**config.mk**
```make
export PLATFORM = sky130hd
export DESIGN_NAME = sgmpa_queue
export DESIGN_NICKNAME = d
export VERILOG_FILES = /design/src/rtl/sgmpa_pkg.sv /design/src/rtl/sgmpa_queue.sv
export SDC_FILE = /design/constraint.sdc
export NUM_CORES = 1
export LEC_CHECK = 0
export ABC_CLOCK_PERIOD_IN_PS = 3400
export BUFFER_PORTS_ARGS = -buffer_cell sky130_fd_sc_hd__buf_2
export CORE_UTILIZATION = 45
export DETAILED_ROUTE_END_ITERATION = 7
export GPL_TIMING_DRIVEN = 0
export HOLD_SLACK_MARGIN = 0.12
export REMOVE_ABC_BUFFERS = 1
export SETUP_SLACK_MARGIN = 0.2
export SKIP_CTS_REPAIR_TIMING = 1
export SKIP_LAST_GASP = 1
export SYNTH_ARGS = -nofsm -noshare
export SYNTH_HDL_FRONTEND = slang
export SYNTH_SLANG_ARGS = --single-unit
```
**constraint.sdc**
```tcl
create_clock -name clock -period 3.4 [get_ports clock]
set_clock_uncertainty 0.05 [all_clocks]
set_input_delay 0.34 -clock clock [delete_from_list [all_inputs] [get_ports clock]]
set_output_delay 0.34 -clock clock [all_outputs]
set_load 0.03 [all_outputs]
```
**src/rtl/sgmpa_pkg.sv**
```systemverilog
`default_nettype none

package sgmpa_pkg;

   // Cost vector geometry
   localparam int MAX_DISP  = 64;
   localparam int DISP_W    = $clog2(MAX_DISP);
   localparam int CNT_W     = $clog2(MAX_DISP + 1);
   localparam int ADDR_W    = DISP_W + 1;
   localparam int MEM_DEPTH = 2 * MAX_DISP;

   // Field widths
   localparam int COST_W   = 16;
   localparam int MATCH_W  = 8;
   localparam int PMD_W    = 12;
   localparam int WEIGHT_W = 9;
   localparam int Q_FRAC   = 8;
   localparam int PROD_W   = COST_W + WEIGHT_W;

   // Signed width that holds a disparity index plus the alignment offset and its neighbors.
   localparam int DOFF_W = ((PMD_W > DISP_W) ? PMD_W : DISP_W) + 2;

   localparam logic [WEIGHT_W-1:0] WEIGHT_ONE      = 9'd256;
   localparam logic [MATCH_W-1:0]  SUPPRESSED_COST = 8'd255;

   // Configuration registers
   localparam int CSR_DATA_W   = 16;
   localparam int CSR_IDX_W    = 1;
   localparam int DISP_COUNT_W = 7;
   localparam logic [COST_W-1:0]       SMALL_JUMP_RESET = 16'd64;
   localparam logic [DISP_COUNT_W-1:0] DISP_COUNT_RESET = 7'd64;

   typedef enum logic [CSR_IDX_W-1:0] {
      CSR_SMALL_JUMP = 1'b0,
      CSR_DISP_COUNT = 1'b1
   } csr_index_type;

   // Command queue
   localparam int QUEUE_DEPTH = 4;
   localparam int QPTR_W      = $clog2(QUEUE_DEPTH);
   localparam int QCNT_W      = $clog2(QUEUE_DEPTH + 1);

   // One classified item, handed from the front end to the datapath.
   typedef struct packed {
      logic                invalid;
      logic                supp;
      logic                zero;
      logic                last;
      logic [MATCH_W-1:0]  match_cost;
      logic [COST_W-1:0]   large_jump_penalty;
      logic [WEIGHT_W-1:0] weight;
      logic [COST_W-1:0]   total_in;
      logic [ADDR_W-1:0]   wr_addr;
      logic [ADDR_W-1:0]   rd_addr_same;
      logic [ADDR_W-1:0]   rd_addr_lo;
      logic [ADDR_W-1:0]   rd_addr_hi;
      logic                use_same;
      logic                use_lo;
      logic                use_hi;
      logic                zero_same;
      logic                zero_lo;
      logic                zero_hi;
   } cmd_type;

endpackage

`default_nettype wire

```
**src/rtl/sgmpa_queue.sv**
```systemverilog
`default_nettype none

module sgmpa_queue (
   input  wire logic                clock,
   input  wire logic                reset,
   input  wire logic                push,
   input  wire sgmpa_pkg::cmd_type  push_item,
   output logic                     full,
   input  wire logic                pop,
   output logic                     head_valid,
   output sgmpa_pkg::cmd_type       head_item
);

   sgmpa_pkg::cmd_type              ent_ff [sgmpa_pkg::QUEUE_DEPTH];
   logic [sgmpa_pkg::QPTR_W-1:0]    wr_ptr_ff, wr_ptr_in;
   logic [sgmpa_pkg::QPTR_W-1:0]    rd_ptr_ff, rd_ptr_in;
   logic [sgmpa_pkg::QCNT_W-1:0]    count_ff, count_in;

   assign full       = (count_ff == sgmpa_pkg::QCNT_W'(sgmpa_pkg::QUEUE_DEPTH));
   assign head_valid = (count_ff != '0);
   assign head_item  = ent_ff[rd_ptr_ff];

   always_comb begin
      wr_ptr_in = wr_ptr_ff;
      rd_ptr_in = rd_ptr_ff;
      count_in  = count_ff;
      if (push) begin
         wr_ptr_in = (32'(wr_ptr_ff) == sgmpa_pkg::QUEUE_DEPTH - 1) ?
                     '0 : wr_ptr_ff + sgmpa_pkg::QPTR_W'(1);
      end
      if (pop) begin
         rd_ptr_in = (32'(rd_ptr_ff) == sgmpa_pkg::QUEUE_DEPTH - 1) ?
                     '0 : rd_ptr_ff + sgmpa_pkg::QPTR_W'(1);
      end
      if (push && !pop) begin
         count_in = count_ff + sgmpa_pkg::QCNT_W'(1);
      end else if (pop && !push) begin
         count_in = count_ff - sgmpa_pkg::QCNT_W'(1);
      end
   end

   always_ff @(posedge clock) begin
      if (push) begin
         ent_ff[wr_ptr_ff] <= push_item;
      end
   end

   always_ff @(posedge clock) begin
      if (reset) begin
         wr_ptr_ff <= '0;
         rd_ptr_ff <= '0;
         count_ff  <= '0;
      end else begin
         wr_ptr_ff <= wr_ptr_in;
         rd_ptr_ff <= rd_ptr_in;
         count_ff  <= count_in;
      end
   end

endmodule

`default_nettype wire

```
==> flow_summary.json, run 1 <==
{
  "p_leak_nw": 5.61,
  "cp_top_family": "buffers and inverters",
  "viasPerCell": 5.14,
  "cp_data_arrival_time_ps": 2520,
  "layout_common_cells": "edfxtp_1, buf_2, dlygate4sd3_1, mux4_2, clkbuf_16",
  "layout_setup_ws_ps": 495,
  "routedWlPerCell_um": 20.4,
  "initial_utilization": 0.463,
  "p_int_mw": 7.72,
  "synth-seq-area-share": 0.818,
  "dieArea_mm2": 0.0296,
  "required_ps": 3010,
  "initialDrtViolationCount": 430,
  "die_w_um": 172,
  "synth_area_mm2": 0.0130,
  "post-dp-hpwl_um": 13900,
  "finalMaxSlewViolations": 0,
  "finalHoldViolCount": 0,
  "hp-class": "input pin to flip-flop",
  "multi_input_area_mm2": 0.00222,
  "overflow": 0,
  "clock_path_buffers": 3,
  "portBuffers": 179,
  "slew-limit-headroom": 0.446,
  "num-nets-final": 891,
  "powerDensity_mw_per_mm2": 606,
  "worstSetupPathDepth": 4,
  "worstMarginPinSlew_ps": 831,
  "dp_slack_ps": 931,
  "root_buffer": "clkbuf_16",
  "run_status": "finished, final reports clean",
  "power.share.clock": 0.377,
  "drv_cap": 0,
  "critical-path-max-stage-delay_ps": 570,
  "cts_tree": "built",
  "holdWs_ps": 151,
  "clk-insertion-delay-late_ps": 500,
  "hold_depth": 3,
  "cp-start-kind": "flip-flop",
  "drive_gt1_frac": 0.400,
  "crit_slowest_cell": "dfxtp_4",
  "antenna_found_initial": 1,
  "io_pins": 180,
  "tns_ps": 0,
  "htreeDepth": 2,
  "fin_crit_ps": 2910,
  "grt_pass1_vias": 6392,
  "wirelength_um": 24400,
  "postRouteAntennaNets": 0,
  "fin_crit_sh": 0.854,
  "regArea_mm2": 0.0106,
  "critical_path_buf_inv_count": 3,
  "avgSynthCellArea_um2": 26.0,
  "fillCellCount": 2094,
  "ys_ff_latch": 357,
  "rsz0062_at_grt": "no",
  "placed_cells": 1044,
  "switching_share": 0.227,
  "switching_power_mw": 2.26,
  "cp-end-kind": "output pin",
  "ir_worst_vdd_uv": 450,
  "fmax_mhz": 344,
  "cts_sinks": 357,
  "grt_pass1_wl_um": 36000,
  "rows": 61,
  "vias": 6159,
  "cp_max_fo": 40,
  "path_class": "flip-flop to output pin",
  "final_common_cell": "edfxtp_1",
  "clk_pin_slew_ps": 60,
  "seq_power_share": 0.513,
  "die_y_um": 172,
  "numCtsBuffers": 37,
  "postPlaceCellArea_mm2": 0.0144,
  "n_antenna_cell": 0,
  "reg2regPathDepth": 4,
  "core_area_mm2": 0.0281,
  "drt-pass1-iter-count": 4,
  "yosysWarnings": 0,
  "grt_max_degree": 56,
  "stdcell_area_mm2": 0.0165,
  "drc": 0,
  "setup_viol": 0,
  "pwr-share-comb": 0.110,
  "track_usage": 0.164,
  "finalWeightedCongestion": 0.670,
  "area_growth_pct": 26.7,
  "ys_types": 19,
  "netlist_instances": 499,
  "final_cells": 1199,
  "cp_common_cell": "buf_16",
  "worstPathCellList": "buf_16 > buf_16 > mux4_2 > buf_2"
}
## Yosys cell counts (all sizes together)
cell type | instances | area, um^2
mux4 | 87 | 1960
buf | 15 | 126
or3 | 2 | 12.5
inv | 4 | 15.0
mux2i | 4 | 40.0
a21oi | 2 | 10.0
ha | 6 | 75.1
o21ai | 1 | 5.00
dfxtp | 9 | 180
xor2 | 2 | 17.5
fa | 1 | 20.0
nor3b | 2 | 15.0
clkbuf | 5 | 18.8
edfxtp | 348 | 10500
and2 | 4 | 25.0
nor2 | 7 | 26.3
## kinds of logic after synthesis
kind of cell,Yosys count,share of synthesized area
AO/OA/AOI/OAI,3,0.00115
XOR/XNOR,2,0.00135
adder cells (fa/ha/maj),7,0.00732
multiplexers,91,0.154
buffers and inverters,24,0.0123
flip-flops,357,0.818
AND/OR/NAND/NOR,15,0.00606
## tightest hold or removal path, stage by stage
cell and delay (ps):
buf_2 110, mux2i_1 70, nor2_1 140
## power by group through the flow
stage / Combinational, mW / Clock [mW] / Sequential, mW
finish: 1.10 / 3.77 / 5.12
global route: 1.18 / 4.02 / 5.13
CTS: 1.04 / 3.86 / 5.12
detailed placement: 1.04 / 0 / 5.21
global placement: 0.979 / 0 / 5.28
floorplan: 0.652 / 0 / 5.23
## path summary, 6_finish.rpt
| check | from | slack (ps) | endpoint |
|---|---|---|---|
| worst max-delay path | flip-flop | 490 | head_item[47] |
| worst min-delay path | pop | 150 | rd_ptr_ff[1] |
| worst max register to register | wr_ptr_ff[0] | 1390 | ent_ff[1][85] |
| worst min register to register | rd_ptr_ff[0] | 500 | flip-flop |
## per-stage QoR
| stage | utilization | power, mW |
|---|---|---|
| 2_1_floorplan | - | 5.88 |
| 6_report | 0.586 | 9.98 |
| 4_1_cts | 0.555 | 10.0 |
| 3_5_place_dp | 0.514 | 6.25 |
| 3_3_place_gp | 0.506 | 6.26 |
| 5_1_grt | 0.586 | 10.3 |
## cell type report
| class | count | area share |
|---|---|---|
| clock buffer | 57 | 0.0646 |
| clock inverter | 10 | 0.00456 |
| inverter | 4 | 0.000912 |
| multi-input combinational | 118 | 0.135 |
| sequential | 357 | 0.646 |
| tap | 378 | 0.0287 |
| timing repair buffer | 275 | 0.120 |
## metal layers
layer	global-route usage	wire, um	share of wire
met1	0.206	10200	0.42
met2	0.282	12400	0.51
met4	0.0462	451	0.018
met5	0	0	0
met3	0.0421	1400	0.057
## registers in the layout, indices dropped and copies added, names as in the netlist, named ones only
register   flops
rd_ptr_ff      2
wr_ptr_ff      2
count_ff       3
ent_ff       348
No activity file was read; power rests on OpenSTA's default activity.
==> run 2: changes to the inputs <==
- ABC_CLOCK_PERIOD_IN_PS: 3400 -> 3200
- GPL_TIMING_DRIVEN: 0 -> unset
- clock period: 3.4 -> 3.2 ns (I/O delays scaled with it)
==> run 2 against run 1 <==
  * Combinational power up 8%
  * Flip-flop and latch count unchanged
  * Setup slack worse by 38 ps
  * Non-clock buffer count up 5
  * Final cell count up 0.25%
  * Utilization about the same
  * Largest power group unchanged
  * Die area unchanged
  * Global-route usage up 0.22 points
  * Sequential share of layout area about the same
  * Highest routed layer unchanged
  * Sequential power up 5.9%
  * First-iteration DRC count down 23%
  * Routed wire length up 0.65%
==> flow_summary.json, run 2 (same netlist as run 1, synthesis figures left out) <==
{
  "postPlaceCellArea_mm2": 0.0144,
  "clk_pin_slew_ps": 60,
  "path_class": "flip-flop to output pin",
  "numCtsBuffers": 37,
  "layout_common_cells": "edfxtp_1, buf_2, dlygate4sd3_1, mux4_2, clkbuf_16",
  "finalHoldViolCount": 0,
  "finalMaxSlewViolations": 0,
  "largest_register_ffs": 348,
  "required_ps": 2830,
  "regMostFlops": "ent_ff",
  "post-dp-hpwl_um": 14400,
  "portBuffers": 179,
  "holdWs_ps": 146,
  "rows": 61,
  "critPathCapture": "head_item[61]",
  "overflow": 0,
  "routedWlPerCell_um": 20.5,
  "worstPathCellList": "buf_4 > mux4_2 > buf_2",
  "switching_share": 0.224,
  "r2r_end": "ent_ff[0][19]",
  "critical-path-max-stage-delay_ps": 670,
  "die_y_um": 172,
  "htreeDepth": 2,
  "grt_pass1_wl_um": 36100,
  "grt_max_degree": 52,
  "initial_utilization": 0.463,
  "stdcell_area_mm2": 0.0165,
  "reg2regPathDepth": 4,
  "power.share.clock": 0.381,
  "critical_path_buf_inv_count": 2,
  "drive_gt1_frac": 0.403,
  "track_usage": 0.166,
  "run_status": "finished, final reports clean",
  "clk-insertion-delay-late_ps": 500,
  "hp-class": "input pin to flip-flop",
  "vias": 6159,
  "viasPerCell": 5.12,
  "cp_max_fo": 23,
  "reg_top3": "ent_ff x348, count_ff x3",
  "fin_crit_ps": 2740,
  "clock_path_buffers": 3,
  "postRouteAntennaNets": 0,
  "setup_viol": 0,
  "root_buffer": "clkbuf_16",
  "die_w_um": 172,
  "drt-pass1-iter-count": 5,
  "io_pins": 180,
  "cp-start-kind": "flip-flop",
  "final_common_cell": "edfxtp_1",
  "p_leak_nw": 5.62,
  "area_growth_pct": 26.7,
  "antenna_found_initial": 1,
  "worstReg2RegStart": "wr_ptr_ff[0]",
  "switching_power_mw": 2.39,
  "p_int_mw": 8.28,
  "pwr-share-comb": 0.111,
  "powerDensity_mw_per_mm2": 648,
  "fmax_mhz": 365,
  "wirelength_um": 24600,
  "worstMarginPinSlew_ps": 715,
  "core_area_mm2": 0.0281,
  "ir_worst_vdd_uv": 417,
  "drv_cap": 0,
  "cts_sinks": 357,
  "finalWeightedCongestion": 0.739,
  "grt_pass1_vias": 6269,
  "cp-end-kind": "output pin",
  "rrSetupSlack_ps": 1270,
  "cp_data_arrival_time_ps": 2370,
  "cts_tree": "built",
  "fin_crit_sh": 0.857,
  "num-nets-final": 896,
  "crit_slowest_cell": "dfxtp_4",
  "slew-limit-headroom": 0.524,
  "drc": 0,
  "initialDrtViolationCount": 333,
  "worstSetupPathDepth": 3,
  "cp_top_family": "flip-flops",
  "dieArea_mm2": 0.0296,
  "rsz0062_at_grt": "no",
  "seq_power_share": 0.508
}
==> run 2: cell types whose count changed in the layout (fill, tap and decap cells not counted), sizes merged <==
cell	previous run	this run
buf	187	192
clkbuf	57	47
diode	0	1
clkinv	8	13
bufinv	1	3
==> run 2: layer usage <==
metal / up-vias / routed length (um) / global-route usage / part of all wire
li1: 2739 / - / - / -
met1: 3225 / 10900 / 0.227 / 0.44
met3: 31 / 1350 / 0.0469 / 0.055
met5: - / 0 / 0 / 0
met4: 0 / 340 / 0.0454 / 0.014
met2: 164 / 12000 / 0.263 / 0.49
==> run 2: final cells by class <==
class,instances,area (um^2)
multi-input cells,118,2220
inverters,4,15.0
clock inverters,17,153
flip-flops and latches,357,10600
diodes,1,2.50
fillers,2138,11600
well taps,378,473
repair buffers,280,1960
clock buffers,47,1010
==> run 2: worst min-delay path by stage <==
stage | slack, ps | from | cells after the start | to
floorplan | 340 | reset | 1 | count_ff[2]
global placement | 420 | count_ff[2] | 2 | count_ff[2]
detailed placement | 450 | count_ff[2] | 2 | count_ff[2]
CTS | -50 | push_item[47] | 1 | ent_ff[0][47]
global route | 190 | push | 3 | wr_ptr_ff[1]
finish | 150 | push | 3 | wr_ptr_ff[0]
==> run 2: power groups by stage <==
| stage | sequential, mW | combinational (mW) | clock (mW) |
|---|---|---|---|
| finish | 5.42 | 1.19 | 4.07 |
| global route | 5.44 | 1.27 | 4.33 |
| CTS | 5.42 | 1.12 | 4.17 |
| global placement | 5.51 | 1.10 | 0 |
| detailed placement | 5.52 | 1.12 | 0 |
| floorplan | 5.56 | 0.692 | 0 |
==> run 2: worst register-to-register path: cells and delay by family, from the launching register on <==
family                     cells  cell delay [ps]
DFF                            1              350
and+or+nand+nor                1              600
buffers and inverters          2              470
adders and majority gates      1              140
==> run 2: metrics by stage <==
stage | setup slack, ps | cells | total power [mW] | TNS (ps) | util
4_1_cts | 346 | 1113 | 10.7 | 0 | 0.555
3_3_place_gp | 903 | 1049 | 6.61 | 0 | 0.513
2_1_floorplan | -1580 | 479 | 6.25 | -137310 | -
6_report | 457 | 1202 | 10.7 | 0 | 0.586
3_5_place_dp | 883 | 1049 | 6.64 | 0 | 0.513
5_1_grt | 273 | 1202 | 11.0 | 0 | 0.586
