## config.mk

```make
export PLATFORM = sky130hd
export DESIGN_NAME = sgmpa_front_flat
export DESIGN_NICKNAME = d
export VERILOG_FILES = /design/src/rtl/sgmpa_pkg.sv /design/src/rtl/sgmpa_if.sv /design/src/rtl/sgmpa_front.sv /design/src/flat_wrapper.sv
export SDC_FILE = /design/constraint.sdc
export NUM_CORES = 1
export LEC_CHECK = 0
export BUFFER_PORTS_ARGS = -buffer_cell sky130_fd_sc_hd__buf_2
export CAP_MARGIN = 20
export CORE_MARGIN = 1.5
export CORE_UTILIZATION = 41
export CTS_CLUSTER_SIZE = 20
export DETAILED_ROUTE_END_ITERATION = 12
export MAX_ROUTING_LAYER = met4
export PLACE_DENSITY = 0.81
export SKIP_LAST_GASP = 1
export SLEW_MARGIN = 0
export SYNTH_ARGS = -nofsm -noshare
export SYNTH_HDL_FRONTEND = slang
export SYNTH_SLANG_ARGS = --single-unit
export TNS_END_PERCENT = 1
```

## constraint.sdc

```tcl
create_clock -name clock -period 6.2 [get_ports clock]
set_input_delay 0.93 -clock clock [delete_from_list [all_inputs] [get_ports clock]]
set_output_delay 0.93 -clock clock [all_outputs]
set_load 0.005 [all_outputs]
```

## src/rtl/sgmpa_pkg.sv

```systemverilog
`default_nettype none

package sgmpa_pkg;

   // Cost vector geometry
   localparam int MAX_DISP  = 64;
   localparam int DISP_W    = $clog2(MAX_DISP);
   localparam int CNT_W     = $clog2(MAX_DISP + 1);
   localparam int ADDR_W    = DISP_W + 1;
   localparam int MEM_DEPTH = 2 * MAX_DISP;

   // Field widths
   localparam int COST_W   = 16;
   localparam int MATCH_W  = 8;
   localparam int PMD_W    = 12;
   localparam int WEIGHT_W = 9;
   localparam int Q_FRAC   = 8;
   localparam int PROD_W   = COST_W + WEIGHT_W;

   // Signed width that holds a disparity index plus the alignment offset and its neighbors.
   localparam int DOFF_W = ((PMD_W > DISP_W) ? PMD_W : DISP_W) + 2;

   localparam logic [WEIGHT_W-1:0] WEIGHT_ONE      = 9'd256;
   localparam logic [MATCH_W-1:0]  SUPPRESSED_COST = 8'd255;

   // Configuration registers
   localparam int CSR_DATA_W   = 16;
   localparam int CSR_IDX_W    = 1;
   localparam int DISP_COUNT_W = 7;
   localparam logic [COST_W-1:0]       SMALL_JUMP_RESET = 16'd64;
   localparam logic [DISP_COUNT_W-1:0] DISP_COUNT_RESET = 7'd64;

   typedef enum logic [CSR_IDX_W-1:0] {
      CSR_SMALL_JUMP = 1'b0,
      CSR_DISP_COUNT = 1'b1
   } csr_index_type;

   // Command queue
   localparam int QUEUE_DEPTH = 4;
   localparam int QPTR_W      = $clog2(QUEUE_DEPTH);
   localparam int QCNT_W      = $clog2(QUEUE_DEPTH + 1);

   // One classified item, handed from the front end to the datapath.
   typedef struct packed {
      logic                invalid;
      logic                supp;
      logic                zero;
      logic                last;
      logic [MATCH_W-1:0]  match_cost;
      logic [COST_W-1:0]   large_jump_penalty;
      logic [WEIGHT_W-1:0] weight;
      logic [COST_W-1:0]   total_in;
      logic [ADDR_W-1:0]   wr_addr;
      logic [ADDR_W-1:0]   rd_addr_same;
      logic [ADDR_W-1:0]   rd_addr_lo;
      logic [ADDR_W-1:0]   rd_addr_hi;
      logic                use_same;
      logic                use_lo;
      logic                use_hi;
      logic                zero_same;
      logic                zero_lo;
      logic                zero_hi;
   } cmd_type;

endpackage

`default_nettype wire

```

## src/rtl/sgmpa_if.sv

```systemverilog
`default_nettype none

interface sgmpa_req_if;
   logic                                   valid;
   logic                                   ready;
   logic                                   path_start;
   logic                                   pixel_invalid;
   logic [sgmpa_pkg::MATCH_W-1:0]          match_cost;
   logic signed [sgmpa_pkg::PMD_W-1:0]     pixel_min_disp;
   logic [sgmpa_pkg::COST_W-1:0]           large_jump_penalty;
   logic                                   suppress;
   logic [sgmpa_pkg::WEIGHT_W-1:0]         dir_weight_q8;
   logic [sgmpa_pkg::COST_W-1:0]           total_in;

   modport source (
      output valid, path_start, pixel_invalid, match_cost, pixel_min_disp,
             large_jump_penalty, suppress, dir_weight_q8, total_in,
      input  ready
   );
   modport sink (
      input  valid, path_start, pixel_invalid, match_cost, pixel_min_disp,
             large_jump_penalty, suppress, dir_weight_q8, total_in,
      output ready
   );
endinterface


`default_nettype wire

```

## src/rtl/sgmpa_front.sv

```systemverilog
`default_nettype none

module sgmpa_front (
   input  wire logic                          clock,
   input  wire logic                          reset,
   sgmpa_req_if.sink                          req_chan,
   input  wire logic [sgmpa_pkg::CNT_W-1:0]   disp_count,
   input  wire logic                          q_full,
   output logic                               q_push,
   output sgmpa_pkg::cmd_type                 q_item
);

   logic [sgmpa_pkg::DISP_W-1:0]          cnt_ff, cnt_in;
   logic                                  prev_zero_ff, prev_zero_in;
   logic signed [sgmpa_pkg::PMD_W-1:0]    prev_pmd_ff, prev_pmd_in;
   logic [sgmpa_pkg::CNT_W-1:0]           prev_n_ff, prev_n_in;
   logic                                  wbank_ff, wbank_in;

   logic                                  accept;
   logic                                  last;
   logic                                  zero;
   logic [sgmpa_pkg::CNT_W-1:0]           n_m1;
   logic [sgmpa_pkg::DISP_W-1:0]          d;
   logic signed [sgmpa_pkg::DOFF_W-1:0]   d_ext;
   logic signed [sgmpa_pkg::DOFF_W-1:0]   off;
   logic signed [sgmpa_pkg::DOFF_W-1:0]   doff;
   logic signed [sgmpa_pkg::DOFF_W-1:0]   doff_m1;
   logic signed [sgmpa_pkg::DOFF_W-1:0]   doff_p1;
   logic signed [sgmpa_pkg::DOFF_W-1:0]   n_ext;
   logic [sgmpa_pkg::DISP_W-1:0]          idx_same;
   logic [sgmpa_pkg::DISP_W-1:0]          idx_lo;
   logic [sgmpa_pkg::DISP_W-1:0]          idx_hi;

   assign req_chan.ready = !q_full;
   assign accept         = req_chan.valid && !q_full;
   assign q_push         = accept;

   // A counter at or past the last disparity closes the pixel there.
   assign n_m1 = disp_count - sgmpa_pkg::CNT_W'(1);
   assign last = (sgmpa_pkg::CNT_W'(cnt_ff) >= n_m1);
   assign d    = last ? n_m1[sgmpa_pkg::DISP_W-1:0] : cnt_ff;
   assign zero = req_chan.path_start || prev_zero_ff;

   assign d_ext   = $signed(sgmpa_pkg::DOFF_W'(d));
   assign n_ext   = $signed(sgmpa_pkg::DOFF_W'(disp_count));
   assign off     = zero ? '0 : (sgmpa_pkg::DOFF_W'(req_chan.pixel_min_disp) -
                                 sgmpa_pkg::DOFF_W'(prev_pmd_ff));
   assign doff    = d_ext + off;
   assign doff_m1 = doff - sgmpa_pkg::DOFF_W'(1);
   assign doff_p1 = doff + sgmpa_pkg::DOFF_W'(1);

   assign idx_same = doff[sgmpa_pkg::DISP_W-1:0];
   assign idx_lo   = doff_m1[sgmpa_pkg::DISP_W-1:0];
   assign idx_hi   = doff_p1[sgmpa_pkg::DISP_W-1:0];

   always_comb begin
      q_item = '0;
      q_item.invalid            = req_chan.pixel_invalid;
      q_item.supp               = req_chan.suppress;
      q_item.zero               = zero;
      q_item.last               = last;
      q_item.match_cost         = req_chan.match_cost;
      q_item.large_jump_penalty = req_chan.large_jump_penalty;
      q_item.weight             = req_chan.dir_weight_q8[sgmpa_pkg::WEIGHT_W-1] ?
                                  sgmpa_pkg::WEIGHT_ONE : req_chan.dir_weight_q8;
      q_item.total_in           = req_chan.total_in;
      q_item.wr_addr            = {wbank_ff, d};
      q_item.rd_addr_same       = {!wbank_ff, idx_same};
      q_item.rd_addr_lo         = {!wbank_ff, idx_lo};
      q_item.rd_addr_hi         = {!wbank_ff, idx_hi};
      q_item.use_same           = (doff >= 0) && (doff < n_ext);
      q_item.use_lo             = (doff > 0) && (doff <= n_ext);
      q_item.use_hi             = (doff >= -1) && (doff < n_ext - sgmpa_pkg::DOFF_W'(1));
      // Entries beyond the count of the previous pixel read as zero.
      q_item.zero_same          = zero || (sgmpa_pkg::CNT_W'(idx_same) >= prev_n_ff);
      q_item.zero_lo            = zero || (sgmpa_pkg::CNT_W'(idx_lo) >= prev_n_ff);
      q_item.zero_hi            = zero || (sgmpa_pkg::CNT_W'(idx_hi) >= prev_n_ff);
   end

   always_comb begin
      cnt_in       = cnt_ff;
      prev_zero_in = prev_zero_ff;
      prev_pmd_in  = prev_pmd_ff;
      prev_n_in    = prev_n_ff;
      wbank_in     = wbank_ff;
      if (accept) begin
         if (last) begin
            cnt_in       = '0;
            prev_zero_in = 1'b0;
            prev_pmd_in  = req_chan.pixel_min_disp;
            prev_n_in    = disp_count;
            wbank_in     = !wbank_ff;
         end else begin
            cnt_in = d + sgmpa_pkg::DISP_W'(1);
         end
      end
   end

   always_ff @(posedge clock) begin
      if (reset) begin
         cnt_ff       <= '0;
         prev_zero_ff <= 1'b1;
         prev_pmd_ff  <= '0;
         prev_n_ff    <= '0;
         wbank_ff     <= 1'b0;
      end else begin
         cnt_ff       <= cnt_in;
         prev_zero_ff <= prev_zero_in;
         prev_pmd_ff  <= prev_pmd_in;
         prev_n_ff    <= prev_n_in;
         wbank_ff     <= wbank_in;
      end
   end

endmodule

`default_nettype wire

```

## src/flat_wrapper.sv

```systemverilog
// flat-port wrapper written by rule: the top's interface ports become plain ports
module sgmpa_front_flat 
  (clock, reset, disp_count, q_full, q_push, q_item, req_chan_valid, req_chan_path_start, req_chan_pixel_invalid, req_chan_match_cost, req_chan_pixel_min_disp, req_chan_large_jump_penalty, req_chan_suppress, req_chan_dir_weight_q8, req_chan_total_in, req_chan_ready);
  sgmpa_req_if req_chan_i ();
  input  wire logic clock;
  input  wire logic reset;
  input  wire logic [sgmpa_pkg::CNT_W-1:0] disp_count;
  input  wire logic q_full;
  output logic q_push;
  output sgmpa_pkg::cmd_type q_item;
  input wire logic [$bits(req_chan_i.valid)-1:0] req_chan_valid;
  input wire logic [$bits(req_chan_i.path_start)-1:0] req_chan_path_start;
  input wire logic [$bits(req_chan_i.pixel_invalid)-1:0] req_chan_pixel_invalid;
  input wire logic [$bits(req_chan_i.match_cost)-1:0] req_chan_match_cost;
  input wire logic [$bits(req_chan_i.pixel_min_disp)-1:0] req_chan_pixel_min_disp;
  input wire logic [$bits(req_chan_i.large_jump_penalty)-1:0] req_chan_large_jump_penalty;
  input wire logic [$bits(req_chan_i.suppress)-1:0] req_chan_suppress;
  input wire logic [$bits(req_chan_i.dir_weight_q8)-1:0] req_chan_dir_weight_q8;
  input wire logic [$bits(req_chan_i.total_in)-1:0] req_chan_total_in;
  output wire logic [$bits(req_chan_i.ready)-1:0] req_chan_ready;
  assign req_chan_i.valid = req_chan_valid;
  assign req_chan_i.path_start = req_chan_path_start;
  assign req_chan_i.pixel_invalid = req_chan_pixel_invalid;
  assign req_chan_i.match_cost = req_chan_match_cost;
  assign req_chan_i.pixel_min_disp = req_chan_pixel_min_disp;
  assign req_chan_i.large_jump_penalty = req_chan_large_jump_penalty;
  assign req_chan_i.suppress = req_chan_suppress;
  assign req_chan_i.dir_weight_q8 = req_chan_dir_weight_q8;
  assign req_chan_i.total_in = req_chan_total_in;
  assign req_chan_ready = req_chan_i.ready;
  sgmpa_front u_core (.clock(clock), .reset(reset), .req_chan(req_chan_i), .disp_count(disp_count), .q_full(q_full), .q_push(q_push), .q_item(q_item));
endmodule
```

==> results.ini <==
[cells_and_area]
diodes=0
drive_gt1_share_pct=33.9
layout_commonest_cell=buf_2
final_nets=718
layout.cells.most_common_list=buf_2, nand2_1, ha_1, buf_4, a21oi_1
fin_area_mm2=0.00468
syn_to_final_growth_pct=24.5

[placement]
dp_hpwl_mm=7.69
gp_congestion=0.939
dpl-instance-area_mm2=0.00432
port-buffer-count=79

[sta]
hold_ws_ns=0.459
relSlewSlack_pct=48.9
finalSetupViolCount=0
max_clock_freq_ghz=0.163
max_slew.worst_pin.slew_ns=0.764
hold_viol=0
slew_viol_final=0
layout_min_cycle_time_ns=6.13
rsz0062_at_grt=yes
worst_clock_skew_ns=0.0130
post-route-period-util_pct=98.9

[status]
failed_checks=DRC
status=finished with violations

[pwr]
p_per_area_mw_per_mm2=103
p_clk_share_pct=23.3
irDropWorstVdd_v=0.000118
switching_share_pct=34.8
leakage_nw=2.09
p_seq_share_pct=36.7
p_int_uw=314
switchingPower_uw=168
comb_power_share_pct=40.1

[worst_setup_path]
r2r_setup_slack_ns=3.15
cpPeakStageDelay_ns=0.51
crit_required_ns=5.27
worstRegToRegCells=15
crit_top_cell=buf_6
endpoint=q_item[4]
slowest_stage=or4_4
r2r-end=u_core.prev_pmd_ff[0]
cp-start-kind=primary input
cp-end-kind=output port
rr_startpoint=u_core.cnt_ff[0]
path_class=primary input to output port
worstPathArrival_ns=5.20
critical_path.startpoint=disp_count[1]
cp_max_fo=7

[synth]
synth_area_mm2=0.00376
yosysWarnings=0
ys_async_sr_fraction_pct=0
yosysUniqueCellTypes=61
synth.ff_latch_count=27
syn-num-nets=635
synth-main-ff-cell=dfxtp_1
yosysSeqAreaShare_pct=14.4
synth_edf_count=0
avgSynthCellArea_um2=7.57
synthCells=497

[routing]
drt.antenna.violating_nets=0
drc=16
route.met2.wl_mm=5.14
num_vias=3723
wl_per_cell_um=14.9
m1WireLength_mm=4.25
firstDrtPassIters=10
vias_per_cell=5.42
wl_met3_um=690
drt_iter0_drc=211
routed_wl_mm=10.3
highest_layer=met4

[floorplan]
ios=164
die_w_um=98.8
coreArea_mm2=0.00881
initial_core_util_pct=42.7
die_area_mm2=0.00975
die_height_um=98.8
fp-row-count=34

[grt]
track_usage_pct=20.4
antenna_found_initial=0
grt_max_degree=27
grt_pass1_wl_mm=16.1
grt-ovfl-total=0
grt_pass1_vias=3556

[clock_tree]
ctsHtreeMaxLevel=1
cts_inserted_buffers=3
hold_buffers=0
cts.clk_slew.worst_paths_ns=0.10
cts-root-buf=clkbuf_8
clk_latency_ns=0.29
clockBufferDepth=2
cts_tree=done
cts_sinks=27

[worst_hold_path]
hold_path.class=flop to flop

[run]
maxCapViolations=0

-- stage by stage --
| stage | setup TNS, ns | setup WS (ns) | cells | power (mW) | utilization [%] |
|---|---|---|---|---|---|
| floorplan | 0 | 0.0117 | 497 | 0.307 | - |
| global placement | -0.100 | -0.0778 | 675 | 0.344 | 49.1 |
| detailed placement | -0.648 | -0.329 | 675 | 0.350 | 49.1 |
| CTS | -0.0188 | -0.0188 | 683 | 0.466 | 50.7 |
| global route | -0.467 | -0.180 | 687 | 0.511 | 53.2 |
| finish | 0 | 0.0685 | 687 | 0.481 | 53.2 |
-- worst max-delay path, delay by kind of cell --
kind / cells / cell delay, ns
buffers and inverters: 7 / 0.79
adders and majority gates: 3 / 0.89
and+or+nand+nor: 6 / 1.10
AOI/OAI and AO/OA: 7 / 1.15
xor gates and xnor gates: 2 / 0.31
-- kinds of logic (layout without fill, tap and decap cells) --
logic type | after synthesis | after routing | synth area share (%)
AO/OA/AOI/OAI | 115 | 115 | 20.0
multiplexers | 3 | 3 | 0.832
adder cells (fa/ha/maj) | 63 | 63 | 21.4
XOR/XNOR | 29 | 29 | 6.76
buffers and inverters | 95 | 177 | 14.4
AND/OR/NAND/NOR | 165 | 165 | 22.3
flip-flops | 27 | 27 | 14.4
-- layer usage --
layer  track usage [%]  vias to the layer above
met2              36.0                      151
li1                  -                     1847
met4              5.16                        0
met3              2.98                       16
met1              24.2                     1709
met5                 -                        -
-- power by group through the flow --
stage	Clock, mW	Combinational, mW	Sequential, mW
3_5_place_dp	0	0.170	0.180
4_1_cts	0.115	0.175	0.176
6_report	0.112	0.193	0.176
2_1_floorplan	0	0.128	0.180
5_1_grt	0.121	0.213	0.176
3_3_place_gp	0	0.164	0.180
-- state kept, by name (all words and copies together) (netlist names) --
name and count:
u_core.cnt_ff 6, u_core.prev_n_ff 7, u_core.prev_pmd_ff 12, u_core.prev_zero_ff 1, u_core.wbank_ff 1
-- repair_timing --
| item | 4_1_cts | 5_1_grt |
|---|---|---|
| buffers inserted | 4 | 4 |
| pin swaps | 10 | 29 |
| gates resized for setup | 15 | 37 |
| endpoints found under the setup margin | 4 | 5 |
-- worst min-delay path by stage --
stage | end | slack [ns] | depth (start not counted) | start
after floorplan | u_core.prev_zero_ff | 0.43 | 1 | u_core.prev_zero_ff
after global placement | u_core.prev_zero_ff | 0.43 | 1 | u_core.prev_zero_ff
after detailed placement | u_core.prev_pmd_ff[3] | 0.45 | 2 | u_core.prev_pmd_ff[3]
after CTS | u_core.prev_pmd_ff[3] | 0.46 | 2 | u_core.prev_pmd_ff[3]
after global routing | u_core.prev_pmd_ff[4] | 0.48 | 2 | u_core.prev_pmd_ff[4]
final | u_core.prev_pmd_ff[6] | 0.46 | 2 | u_core.prev_pmd_ff[6]
-- cells in the mapped netlist, types with 13 or more instances --
| library cell | instances | share of area (%) |
|---|---|---|
| a21oi_1 | 37 | 4.9 |
| buf_4 | 49 | 9.8 |
| dfxtp_1 | 27 | 14 |
| ha_1 | 61 | 20 |
| inv_1 | 36 | 3.6 |
| nand2_1 | 60 | 6.0 |
| nor2_1 | 28 | 2.8 |
| nor2b_1 | 17 | 2.8 |
| nor3_1 | 13 | 1.7 |
| o21ai_0 | 23 | 3.1 |
| xnor2_1 | 16 | 3.7 |
| xor2_1 | 13 | 3.0 |
-- final cells by class --
class	count	area [um2]
sequential	27	541
clock inverter	1	7.51
tap	108	135
inverter	38	148
fill	787	4130
multi-input combinational	375	2970
timing repair buffer	135	840
clock buffer	3	41.3
(Power assumes the default switching activity.)
